File: src/hw/rtl/mpd_pkg.sv
// Shared types and constants of the motor PID drive step block.
package mpd_pkg;

    localparam int unsigned CfgIdxW  = 3;
    localparam int unsigned CfgDataW = 32;
    localparam logic [15:0] PwmFullScaleRst = 16'hFFFF;

    // Configuration register indexes
    typedef enum logic [CfgIdxW-1:0] {
        CFG_PROP_GAIN       = 3'd0,
        CFG_INTEG_GAIN      = 3'd1,
        CFG_DERIV_GAIN      = 3'd2,
        CFG_INTEG_SUM_MIN   = 3'd3,
        CFG_INTEG_SUM_MAX   = 3'd4,
        CFG_PWM_FULL_SCALE  = 3'd5,
        CFG_TARGET_DISTANCE = 3'd6
    } t_cfg_idx;

    // Current controller configuration
    typedef struct packed {
        logic signed [15:0] prop_gain;
        logic signed [15:0] integ_gain;
        logic signed [15:0] deriv_gain;
        logic signed [31:0] integ_sum_min;
        logic signed [31:0] integ_sum_max;
        logic        [15:0] pwm_full_scale;
        logic        [31:0] target_distance;
    } t_cfg;

    // One control sample
    typedef struct packed {
        logic signed [15:0] setpoint;
        logic signed [15:0] measured_speed;
        logic        [31:0] travelled_count;
        logic               turning_override;
    } t_sample;

    // One drive result
    typedef struct packed {
        logic [15:0] drive_level;
        logic        reverse;
    } t_result;

endpackage

File: src/hw/rtl/mpd_cfg_regs.sv
// Configuration register file of the motor PID drive step block.
module mpd_cfg_regs (
    input  logic                              i_clk,
    input  logic                              i_rst_n,
    input  logic                              i_cfg_we,
    input  logic [mpd_pkg::CfgIdxW-1:0]       i_cfg_index,
    input  logic [mpd_pkg::CfgDataW-1:0]      i_cfg_data,
    output mpd_pkg::t_cfg                     o_cfg
);

    // Reset contents: everything zero except the full scale
    localparam mpd_pkg::t_cfg CfgRst = '{pwm_full_scale: mpd_pkg::PwmFullScaleRst,
                                         default: '0};

    mpd_pkg::t_cfg r_cfg;
    mpd_pkg::t_cfg n_cfg;

    // Decode the write into the addressed register
    always_comb begin
        n_cfg = r_cfg;
        if (i_cfg_we) begin
            unique case (mpd_pkg::t_cfg_idx'(i_cfg_index))
                mpd_pkg::CFG_PROP_GAIN:       n_cfg.prop_gain       = i_cfg_data[15:0];
                mpd_pkg::CFG_INTEG_GAIN:      n_cfg.integ_gain      = i_cfg_data[15:0];
                mpd_pkg::CFG_DERIV_GAIN:      n_cfg.deriv_gain      = i_cfg_data[15:0];
                mpd_pkg::CFG_INTEG_SUM_MIN:   n_cfg.integ_sum_min   = i_cfg_data[31:0];
                mpd_pkg::CFG_INTEG_SUM_MAX:   n_cfg.integ_sum_max   = i_cfg_data[31:0];
                mpd_pkg::CFG_PWM_FULL_SCALE:  n_cfg.pwm_full_scale  = i_cfg_data[15:0];
                mpd_pkg::CFG_TARGET_DISTANCE: n_cfg.target_distance = i_cfg_data[31:0];
                default: ;
            endcase
        end
    end

    // Hold the registers, reset to their defaults
    always_ff @(posedge i_clk) begin
        if (!i_rst_n) begin
            r_cfg <= CfgRst;
        end else begin
            r_cfg <= n_cfg;
        end
    end

    assign o_cfg = r_cfg;

endmodule

File: src/hw/rtl/mpd_pid_core.sv
// PID arithmetic, integral clamp, drive saturation and controller state.
module mpd_pid_core (
    input  logic               i_clk,
    input  logic               i_rst_n,
    input  mpd_pkg::t_cfg      i_cfg,
    input  mpd_pkg::t_sample   i_sample,
    input  logic               i_advance,
    output mpd_pkg::t_result   o_result,
    output logic               o_active
);

    logic signed [31:0] r_integ_sum;
    logic signed [17:0] r_last_error;
    logic               r_dir_reverse;

    logic signed [31:0] n_integ_sum;
    logic               n_dir_reverse;

    logic signed [16:0] sp_ext;
    logic signed [16:0] sp_abs;
    logic signed [17:0] err;
    logic signed [18:0] derr;
    logic signed [33:0] prod_p;
    logic signed [47:0] prod_i;
    logic signed [34:0] prod_d;
    logic signed [49:0] pid_sum;
    logic signed [49:0] full_ext;
    logic signed [32:0] integ_new;
    logic               update;

    // Enable control below the target distance or while turning
    assign o_active = (i_sample.travelled_count < i_cfg.target_distance)
                    || i_sample.turning_override;
    assign update   = i_advance && o_active;

    // Take the direction from the setpoint sign, keep it at zero
    always_comb begin
        n_dir_reverse = r_dir_reverse;
        if (i_sample.setpoint > 16'sd0) begin
            n_dir_reverse = 1'b0;
        end else if (i_sample.setpoint < 16'sd0) begin
            n_dir_reverse = 1'b1;
        end
    end

    // Form the error and its change
    assign sp_ext = 17'(i_sample.setpoint);
    assign sp_abs = sp_ext[16] ? -sp_ext : sp_ext;
    assign err    = 18'(sp_abs) - 18'(i_sample.measured_speed);
    assign derr   = 19'(err) - 19'(r_last_error);

    // Three gain products and their full-width sum
    assign prod_p  = 34'(i_cfg.prop_gain)  * 34'(err);
    assign prod_i  = 48'(i_cfg.integ_gain) * 48'(r_integ_sum);
    assign prod_d  = 35'(i_cfg.deriv_gain) * 35'(derr);
    assign pid_sum = 50'(prod_p) + 50'(prod_i) + 50'(prod_d);

    // Accumulate and clamp the integral, min checked first
    assign integ_new = 33'(r_integ_sum) + 33'(err);
    always_comb begin
        if (integ_new < 33'(i_cfg.integ_sum_min)) begin
            n_integ_sum = i_cfg.integ_sum_min;
        end else if (integ_new > 33'(i_cfg.integ_sum_max)) begin
            n_integ_sum = i_cfg.integ_sum_max;
        end else begin
            n_integ_sum = integ_new[31:0];
        end
    end

    // Saturate the drive to zero .. full scale, zero while inactive
    assign full_ext = 50'($signed({1'b0, i_cfg.pwm_full_scale}));
    always_comb begin
        o_result.reverse = o_active ? n_dir_reverse : r_dir_reverse;
        if (!o_active || pid_sum < 50'sd0) begin
            o_result.drive_level = '0;
        end else if (pid_sum > full_ext) begin
            o_result.drive_level = i_cfg.pwm_full_scale;
        end else begin
            o_result.drive_level = pid_sum[15:0];
        end
    end

    // Advance the controller state on each active transfer
    always_ff @(posedge i_clk) begin
        if (!i_rst_n) begin
            r_integ_sum   <= '0;
            r_last_error  <= '0;
            r_dir_reverse <= 1'b0;
        end else if (update) begin
            r_integ_sum   <= n_integ_sum;
            r_last_error  <= err;
            r_dir_reverse <= n_dir_reverse;
        end
    end

    a_integ_clamped: assert property (@(posedge i_clk) disable iff (!i_rst_n)
        update |=> (r_integ_sum >= $past(i_cfg.integ_sum_min)
                    || r_integ_sum == $past(i_cfg.integ_sum_max)))
        else $error("integral left its clamp range");

    a_state_held: assert property (@(posedge i_clk) disable iff (!i_rst_n)
        !update |=> ($stable(r_integ_sum) && $stable(r_last_error)
                     && $stable(r_dir_reverse)))
        else $error("controller state changed without an active transfer");

    a_last_error_taken: assert property (@(posedge i_clk) disable iff (!i_rst_n)
        update |=> (r_last_error == $past(err)))
        else $error("previous error not captured");

endmodule

File: src/hw/rtl/motor_pid_drive_step_top.sv
// Top level of the motor PID drive step block: sample and result registers.
//
// One control sample per clock while the result is not stalled: a sample is
// registered on transfer, the PID sum, integral clamp and drive saturation
// are worked out from the sample register and the result is captured in the
// result register as the sample moves on, so a new sample may follow every
// cycle. A stalled result holds the sample register and stalls the input
// until it leaves. The integral, previous error and direction are updated at
// that same edge, so each sample sees the state left by the one before it.
// Samples at or past the target distance without the turning flag give a zero
// drive and leave the state untouched. Configuration writes take effect at
// the next edge and belong to idle periods.
module motor_pid_drive_step_top (
    input  logic                          i_clk,
    input  logic                          i_rst_n,
    // configuration
    input  logic                          i_cfg_we,
    input  logic [mpd_pkg::CfgIdxW-1:0]   i_cfg_index,
    input  logic [mpd_pkg::CfgDataW-1:0]  i_cfg_data,
    // sample channel
    input  logic                          i_in_valid,
    output logic                          o_in_stall,
    input  logic signed [15:0]            i_setpoint,
    input  logic signed [15:0]            i_measured_speed,
    input  logic        [31:0]            i_travelled_count,
    input  logic                          i_turning_override,
    // result channel
    output logic                          o_out_valid,
    input  logic                          i_out_stall,
    output logic        [15:0]            o_drive_level,
    output logic                          o_reverse
);

    mpd_pkg::t_cfg    cfg;
    mpd_pkg::t_sample r_sample;
    mpd_pkg::t_result r_result;
    mpd_pkg::t_result result;
    logic             r_in_vld;
    logic             r_out_vld;
    logic             advance;
    logic             active;
    logic             in_xfer;

    mpd_cfg_regs u_cfg (
        .i_clk       (i_clk),
        .i_rst_n     (i_rst_n),
        .i_cfg_we    (i_cfg_we),
        .i_cfg_index (i_cfg_index),
        .i_cfg_data  (i_cfg_data),
        .o_cfg       (cfg)
    );

    mpd_pid_core u_core (
        .i_clk     (i_clk),
        .i_rst_n   (i_rst_n),
        .i_cfg     (cfg),
        .i_sample  (r_sample),
        .i_advance (advance),
        .o_result  (result),
        .o_active  (active)
    );

    // Move the held sample on unless the result register is blocked
    assign advance    = r_in_vld && !(r_out_vld && i_out_stall);
    assign o_in_stall = r_in_vld && r_out_vld && i_out_stall;
    assign in_xfer    = i_in_valid && !o_in_stall;

    // Valid flags of the two registers
    always_ff @(posedge i_clk) begin
        if (!i_rst_n) begin
            r_in_vld  <= 1'b0;
            r_out_vld <= 1'b0;
        end else begin
            if (!o_in_stall) begin
                r_in_vld <= i_in_valid;
            end
            if (!(r_out_vld && i_out_stall)) begin
                r_out_vld <= advance;
            end
        end
    end

    // Capture the sample on transfer
    always_ff @(posedge i_clk) begin
        if (in_xfer) begin
            r_sample.setpoint         <= i_setpoint;
            r_sample.measured_speed   <= i_measured_speed;
            r_sample.travelled_count  <= i_travelled_count;
            r_sample.turning_override <= i_turning_override;
        end
    end

    // Capture the result as the sample moves on
    always_ff @(posedge i_clk) begin
        if (advance) begin
            r_result <= result;
        end
    end

    assign o_out_valid   = r_out_vld;
    assign o_drive_level = r_result.drive_level;
    assign o_reverse     = r_result.reverse;

    a_idle_zero_drive: assert property (@(posedge i_clk) disable iff (!i_rst_n)
        (advance && !active) |=> (o_out_valid && o_drive_level == 16'd0))
        else $error("inactive sample produced a drive");

    a_sample_kept: assert property (@(posedge i_clk) disable iff (!i_rst_n)
        (r_in_vld && o_in_stall) |=> (r_in_vld && $stable(r_sample)))
        else $error("blocked sample lost or changed");

    a_result_follows: assert property (@(posedge i_clk) disable iff (!i_rst_n)
        advance |=> o_out_valid)
        else $error("sample moved on without a result");

endmodule
File: config.mk
export PLATFORM = sky130hd
export DESIGN_NAME = motor_pid_drive_step_top
export DESIGN_NICKNAME = d
export VERILOG_FILES = /design/src/hw/rtl/mpd_pkg.sv /design/src/hw/rtl/mpd_cfg_regs.sv /design/src/hw/rtl/mpd_pid_core.sv /design/src/hw/rtl/motor_pid_drive_step_top.sv
export SDC_FILE = /design/constraint.sdc
export NUM_CORES = 2
export LEC_CHECK = 0
export BUFFER_PORTS_ARGS = -buffer_cell sky130_fd_sc_hd__buf_2
export CAP_MARGIN = 25
export CORE_ASPECT_RATIO = 1.4
export CORE_MARGIN = 5
export CORE_UTILIZATION = 51
export CTS_CLUSTER_SIZE = 30
export DETAILED_ROUTE_END_ITERATION = 12
export PLACE_DENSITY = 0.67
export SLEW_MARGIN = 15
export SYNTH_ARGS = -nofsm -noshare
export SYNTH_HDL_FRONTEND = slang
export SYNTH_SLANG_ARGS = --single-unit
File: constraint.sdc
create_clock -name i_clk -period 25.3 [get_ports i_clk]
set_input_delay 5.06 -clock i_clk [delete_from_list [all_inputs] [get_ports i_clk]]
set_output_delay 5.06 -clock i_clk [all_outputs]
set_load 0.1 [all_outputs]
# Yosys cells after proc, flatten, opt, wreduce, memory -nomap -nowiden
# Index checks and enable logic that the tools add are counted.
# op_classes
addsub	6
mul	3
div_mod_pow	0
n_lt_le_gt_ge	7
eq_ne	6
n_shift	0
muxes	7
bitwise_logic	0
reduce_logical	19
# ops
cell	count
two-way mux 32 bit	2
adder 49 x 35 -> 50 bit	1
> comparator 50 x 17 -> 1 bit	1
less-than comparator 50 x 1 -> 1 bit (second input constant)	1
adder 34 x 48 -> 49 bit	1
multiplier 16 x 32 -> 48 bit	1
multiplier 16 x 19 -> 35 bit	1
multiplier 16 x 18 -> 34 bit	1
adder 32 x 18 -> 33 bit	1
> comparator 33 x 32 -> 1 bit	1
less-than comparator 33 x 32 -> 1 bit	1
less-than comparator 32 bit	1
subtractor 18 x 18 -> 19 bit	1
subtractor 17 x 16 -> 18 bit	1
two-way mux 17 bit	1
negation 16 -> 17 bit	1
> comparator 16 x 1 -> 1 bit (second input constant)	1
less-than comparator 16 x 1 -> 1 bit (second input constant)	1
two-way mux 16 bit	1
AND reduction 2 bit	7
== test 3 bit (second input constant)	3
== test 3 x 2 -> 1 bit (second input constant)	2
logical AND 1 bit	6
== test 3 x 1 -> 1 bit (second input constant)	1
other kinds (4)	9
# word_totals
register_bits	295
latch_bits	0
ramBits	0
romBits	0
inputBits	105
out_inout_bits	19
word_cells	66
mem_count	0

# Longest topological paths before layout
# logic_depth
depth_word	8
depth_mapped	59
depth_no_buf	54

# Hierarchy
# Synthesis repeated with hierarchy kept, for this count alone.
# unflattened
hier_cells	6528
hier_area_um2	60031.3
# by_module_without_submodules
module	n_inst	cells_each	area_per_inst_um2	seq_area_each_um2
mpd_pid_core	1	5862	51555.7	1021.0
mpd_cfg_regs	1	576	5929.4	3203.1
motor_pid_drive_step_top	1	90	2546.2	2502.4

# Least setup slack after synthesis
# OpenSTA, ideal clock, no wires.
# synth_path
path_kind	register to register
start	register r_sample[55] (netlist bit)
end	register r_result, in the netlist o_drive_level[10] (data pin)
setup_time_ns	0.262
arrival_time_ns	12.907
required_time_ns	25.038
path_slack_ns	12.132
stages_incl_launch_ff	50
n_path_buf	6
synth_period_minus_slack_ns	13.168
cell_sequence	edfxtp_1 or4_1 or4_1 o31ai_1 xnor2_1 ha_1 and3_1 a211oi_1 o211ai_1 o21a_1 inv_1 clkbuf_1 ha_1 inv_1 or4_1 o21ai_1 clkbuf_1 and2_1 (+14 left out) fa_1 inv_1 fa_1 inv_1 ha_1 clkbuf_1 a21o_1 a21o_1 a21o_1 a31o_2 a211o_1 a311oi_1 o31a_1 o2111a_1 nand4_2 buf_6 o31ai_1 a21boi_1
# synth_via
elab_chain_len	8
elab_cells_between_ends	12
cone_classes	add/sub: 5; mul: 2; order compare: 2; mux: 2; reduce/logical: 1
# synth_lines
element	line	source
start: declaration	motor_pid_drive_step_top.sv:35	mpd_pkg::t_sample r_sample;
negation 16 -> 17 bit	mpd_pid_core.sv:48	assign sp_abs = sp_ext[16] ? -sp_ext : sp_ext;
two-way mux 17 bit (*)	mpd_pid_core.sv:48	
subtractor 17 x 16 -> 18 bit (*)	mpd_pid_core.sv:49	assign err = 18'(sp_abs) - 18'(i_sample.measured_speed);
net u_core.err[17]	mpd_pid_core.sv:21	logic signed [17:0] err;
multiplier 16 x 18 -> 34 bit / subtractor 18 x 18 -> 19 bit (equally long branches)	mpd_pid_core.sv:53, mpd_pid_core.sv:50	
adder 34 x 48 -> 49 bit / multiplier 16 x 19 -> 35 bit (equally long branches)	mpd_pid_core.sv:56, mpd_pid_core.sv:55	
adder 49 x 35 -> 50 bit (*)	mpd_pid_core.sv:56	assign pid_sum = 50'(prod_p) + 50'(prod_i) + 50'(prod_d);
> comparator 50 x 17 -> 1 bit / less-than comparator 50 x 1 -> 1 bit (equally long branches)	mpd_pid_core.sv:76, mpd_pid_core.sv:74	
two-way mux 16 bit / logical OR 1 bit (equally long branches)	mpd_pid_core.sv:76, mpd_pid_core.sv:74	
end signal: assignment	motor_pid_drive_step_top.sv:96	r_result <= result;
end: declaration	motor_pid_drive_step_top.sv:36	mpd_pkg::t_result r_result;
# Mark *: on every way through the listed nets, which the timed path passes. The rest lies on a longest branch.
# A chain may end at the register's enable or synchronous reset.

# Worst setup path after layout
# layout_path
start	register r_sample[49] (netlist bit)
end	register r_result, in the netlist o_drive_level[11] (data pin)
# layout_via
elab_chain_len	8
elab_cells_between_ends	12
cone_classes	add/sub: 5; mul: 2; order compare: 2; mux: 2; reduce/logical: 1
# layout_lines
element	line
negation 16 -> 17 bit	mpd_pid_core.sv:48
two-way mux 17 bit (*)	mpd_pid_core.sv:48
subtractor 17 x 16 -> 18 bit (*)	mpd_pid_core.sv:49
multiplier 16 x 18 -> 34 bit / subtractor 18 x 18 -> 19 bit (equally long branches)	mpd_pid_core.sv:53, mpd_pid_core.sv:50
adder 34 x 48 -> 49 bit / multiplier 16 x 19 -> 35 bit (equally long branches)	mpd_pid_core.sv:56, mpd_pid_core.sv:55
adder 49 x 35 -> 50 bit (*)	mpd_pid_core.sv:56
> comparator 50 x 17 -> 1 bit / less-than comparator 50 x 1 -> 1 bit (equally long branches)	mpd_pid_core.sv:76, mpd_pid_core.sv:74
two-way mux 16 bit / logical OR 1 bit (equally long branches)	mpd_pid_core.sv:76, mpd_pid_core.sv:74
# Mark *: on every way between the ends. The rest lies on a longest branch, timed or not.

==> qor.yml <==
fin_nets: 8487
max_freq_ghz: 0.0662
reg2reg_to: "o_drive_level[11]"
cpMostUsedCell: "inv_1"
cts_buffers: 27
cts_tree: "yes"
cpPeakStageDelay_ps: 670
critPathKind: "flop to flop"
path_max_fanout: 35
via_per_inst: 5.58
drcViolationCount: 0
cp.required_ps: 25650
wl_per_cell_um: 21.8
fin_hold_ws_ps: 453
cts.repair.resized: 0
start_util_pct: 51.2
vias: 45900
postRouteAntennaNets: 0
final.setup.tns_ps: 0
detail_route.wirelength_um: 179000
pre_cts_slack_ps: 10350
cap_violations: 0
dr.pass1.iters: 7
drt_iter0_drc: 2958
synth_edf_count: 82
power_density_nw_per_um2: 47.0
cp_data_arrival_time_ps: 15450
rows: 149
die_area_um2: 125000
setup_viol: 0
cp-end-kind: "flop"
ys_ff_latch: 295
min_from: "u_cfg.o_cfg[137]"
hold_end: "u_cfg.o_cfg[137]"
ys.flop_type: "dfxtp_1"
clkLatencyLatePin_ps: 610
crit_path_top_delay_cell: "and2_1"
cts.sinks: 295
drv_slew: 0
synth_cells: 6711
die_h_um: 416
hold_viol: 0
antenna_found_initial: 5
hpwl_um: 148000
cts_setup_buffers: 0
core_area_um2: 117000
stdcell_area_um2: 63300
io-pin-count: 124
relSlewSlack_pct: 25.9
layout_setup_ws_ps: 10200
fill_cells: 10700
critical_path.startpoint: "r_sample[49]"
status: "completed"
synthArstFlopShare_pct: 0
cts-htree-levels: 1
power_mw: 2.98
die_x_um: 300
grt_pass1_vias: 50600
start_kind: "flop"
skew_ps: 45.0
grt_overflow: 0
r2r_start: "r_sample[49]"
layout_common_cells: "inv_1, fa_1, nand2_1"
fin_crit_sh_pct: 59.7
grt_pass1_wl_um: 282000
clockBufferDepth: 3
synth-seq-area-share_pct: 11.2
p_leak_nw: 28.9
worst_pin_slew_ps: 1110
final_common_cell: "inv_1"
syn-num-nets: 8517
rsz0062_at_grt: "no"
vdd_ir_drop_max_v: 0.0000658
ys_types: 97
r2r_cells: 52
placed_cell_area_um2: 62400
clk_pin_slew_worst_paths_ps: 70
drive_gt1_share_pct: 5.46
seq_area_um2: 6730
areaGrowthSynthToFinish_pct: 5.54
cts-root-buf: "clkbuf_16"
min_path_type: "flop to flop"
min_period_ps: 15100
syn_avg_cell_area_um2: 8.94
multiInputGateArea_um2: 46400
r2r_slack_ps: 10200
io_buffers: 123
hold_depth: 2
synth_warnings: 0
syn-cell-area_um2: 60000
grt_max_degree: 141
gp_congestion: 0.976
gr-usage-all-layers_pct: 29.2
hold_buffers: 0
registers in the layout (all words and copies together), names as in the netlist:
| signal | flops |
|---|---|
| r_sample | 65 |
| o_drive_level | 16 |
| u_core.r_last_error | 18 |
| u_core.r_dir_reverse | 1 |
| u_core.r_integ_sum | 32 |
| o_reverse | 1 |
| r_in_vld | 1 |
| u_cfg.o_cfg | 160 |
| o_out_valid | 1 |
Yosys cell counts, drive strengths merged (9+ instances only):
master	count	area, um^2
nor2b	62	388
maj3	9	90.1
o21a	31	233
o211ai	34	255
buf	17	121
dfxtp	213	4260
mux2i	24	240
nand3	59	295
and3	19	123
a21oi	312	1570
inv	1545	5800
nor2	118	443
clkbuf	282	1080
o21ai	125	629
and2	339	2120
fa	1283	25700
a211o	9	78.8
ha	418	5230
nor4	9	56.3
nand4	46	300
o31ai	25	188
a31oi	21	131
xnor2	108	946
or2	11	68.8
nor3	34	180
xor2	25	219
a211oi	26	200
nand2b	84	526
a21boi	22	169
edfxtp	82	2460
o21bai	9	67.6
or3	21	133
a21o	72	541
nand2	1116	4190
where the power goes:
part | internal, mW | leakage (nW) | total, mW | switching (mW)
sequential | 0.513 | 2.52 | 0.540 | 0.0265
combinational | 0.661 | 26.0 | 2.01 | 1.35
clock | 0.227 | 0.438 | 0.428 | 0.201
total | 1.40 | 28.9 | 2.98 | 1.58
worst max-delay path: cells and delay by family, from the launching register on:
family	cells	cell delay (ps)
and+or+nand+nor	9	2860
DFF	1	390
xor gates and xnor gates	1	300
AOI/OAI and AO/OA	16	3740
buffers and inverters	13	1630
adders and majority gates	13	5860
layer usage:
metal	vias up	wire length [um]	global-route usage [%]	share of wire (%)
met5	-	15	0	0.0084
met4	2	11200	14.8	6.2
met3	600	11900	4.00	6.6
met2	1833	94300	54.0	53
met1	23300	62000	32.9	35
li1	20200	-	-	-
worst max-delay path by stage:
stage,depth (start not counted),end
final,52,o_drive_level[11]
after global routing,45,o_drive_level[4]
after CTS,52,o_drive_level[13]
after detailed placement,52,o_drive_level[3]
after global placement,47,o_drive_level[4]
after floorplan,49,o_drive_level[10]
cells by family (layout without fill, tap and decap cells):
logic type,after synthesis,count (layout),synth area share (%)
other,1,6,0.00625
xor gates and xnor gates,133,133,1.94
muxes,30,30,0.513
DFF,295,295,11.2
adders and majority gates,1710,1710,51.7
buffers and inverters,1845,1836,11.7
and+or+nand+nor,1939,1939,15.0
AOI/OAI and AO/OA,758,758,7.92
through the flow:
stage          cells  util, %
3_3_place_gp    8157     53.2
5_1_grt         8213     54.0
3_5_place_dp    8161     53.2
4_1_cts         8211     54.0
2_1_floorplan   6711        -
6_report        8217     54.0
final cells by class:
class	count	share of cell area, %
sequential	295	10.6
antenna	5	0.0198
multi-input combinational	4571	73.4
clock buffer	34	1.14
timing repair buffer	241	2.43
clock inverter	16	0.261
inverter	1545	9.16
tap	1510	2.98
Power figures use the tool's default switching activity.
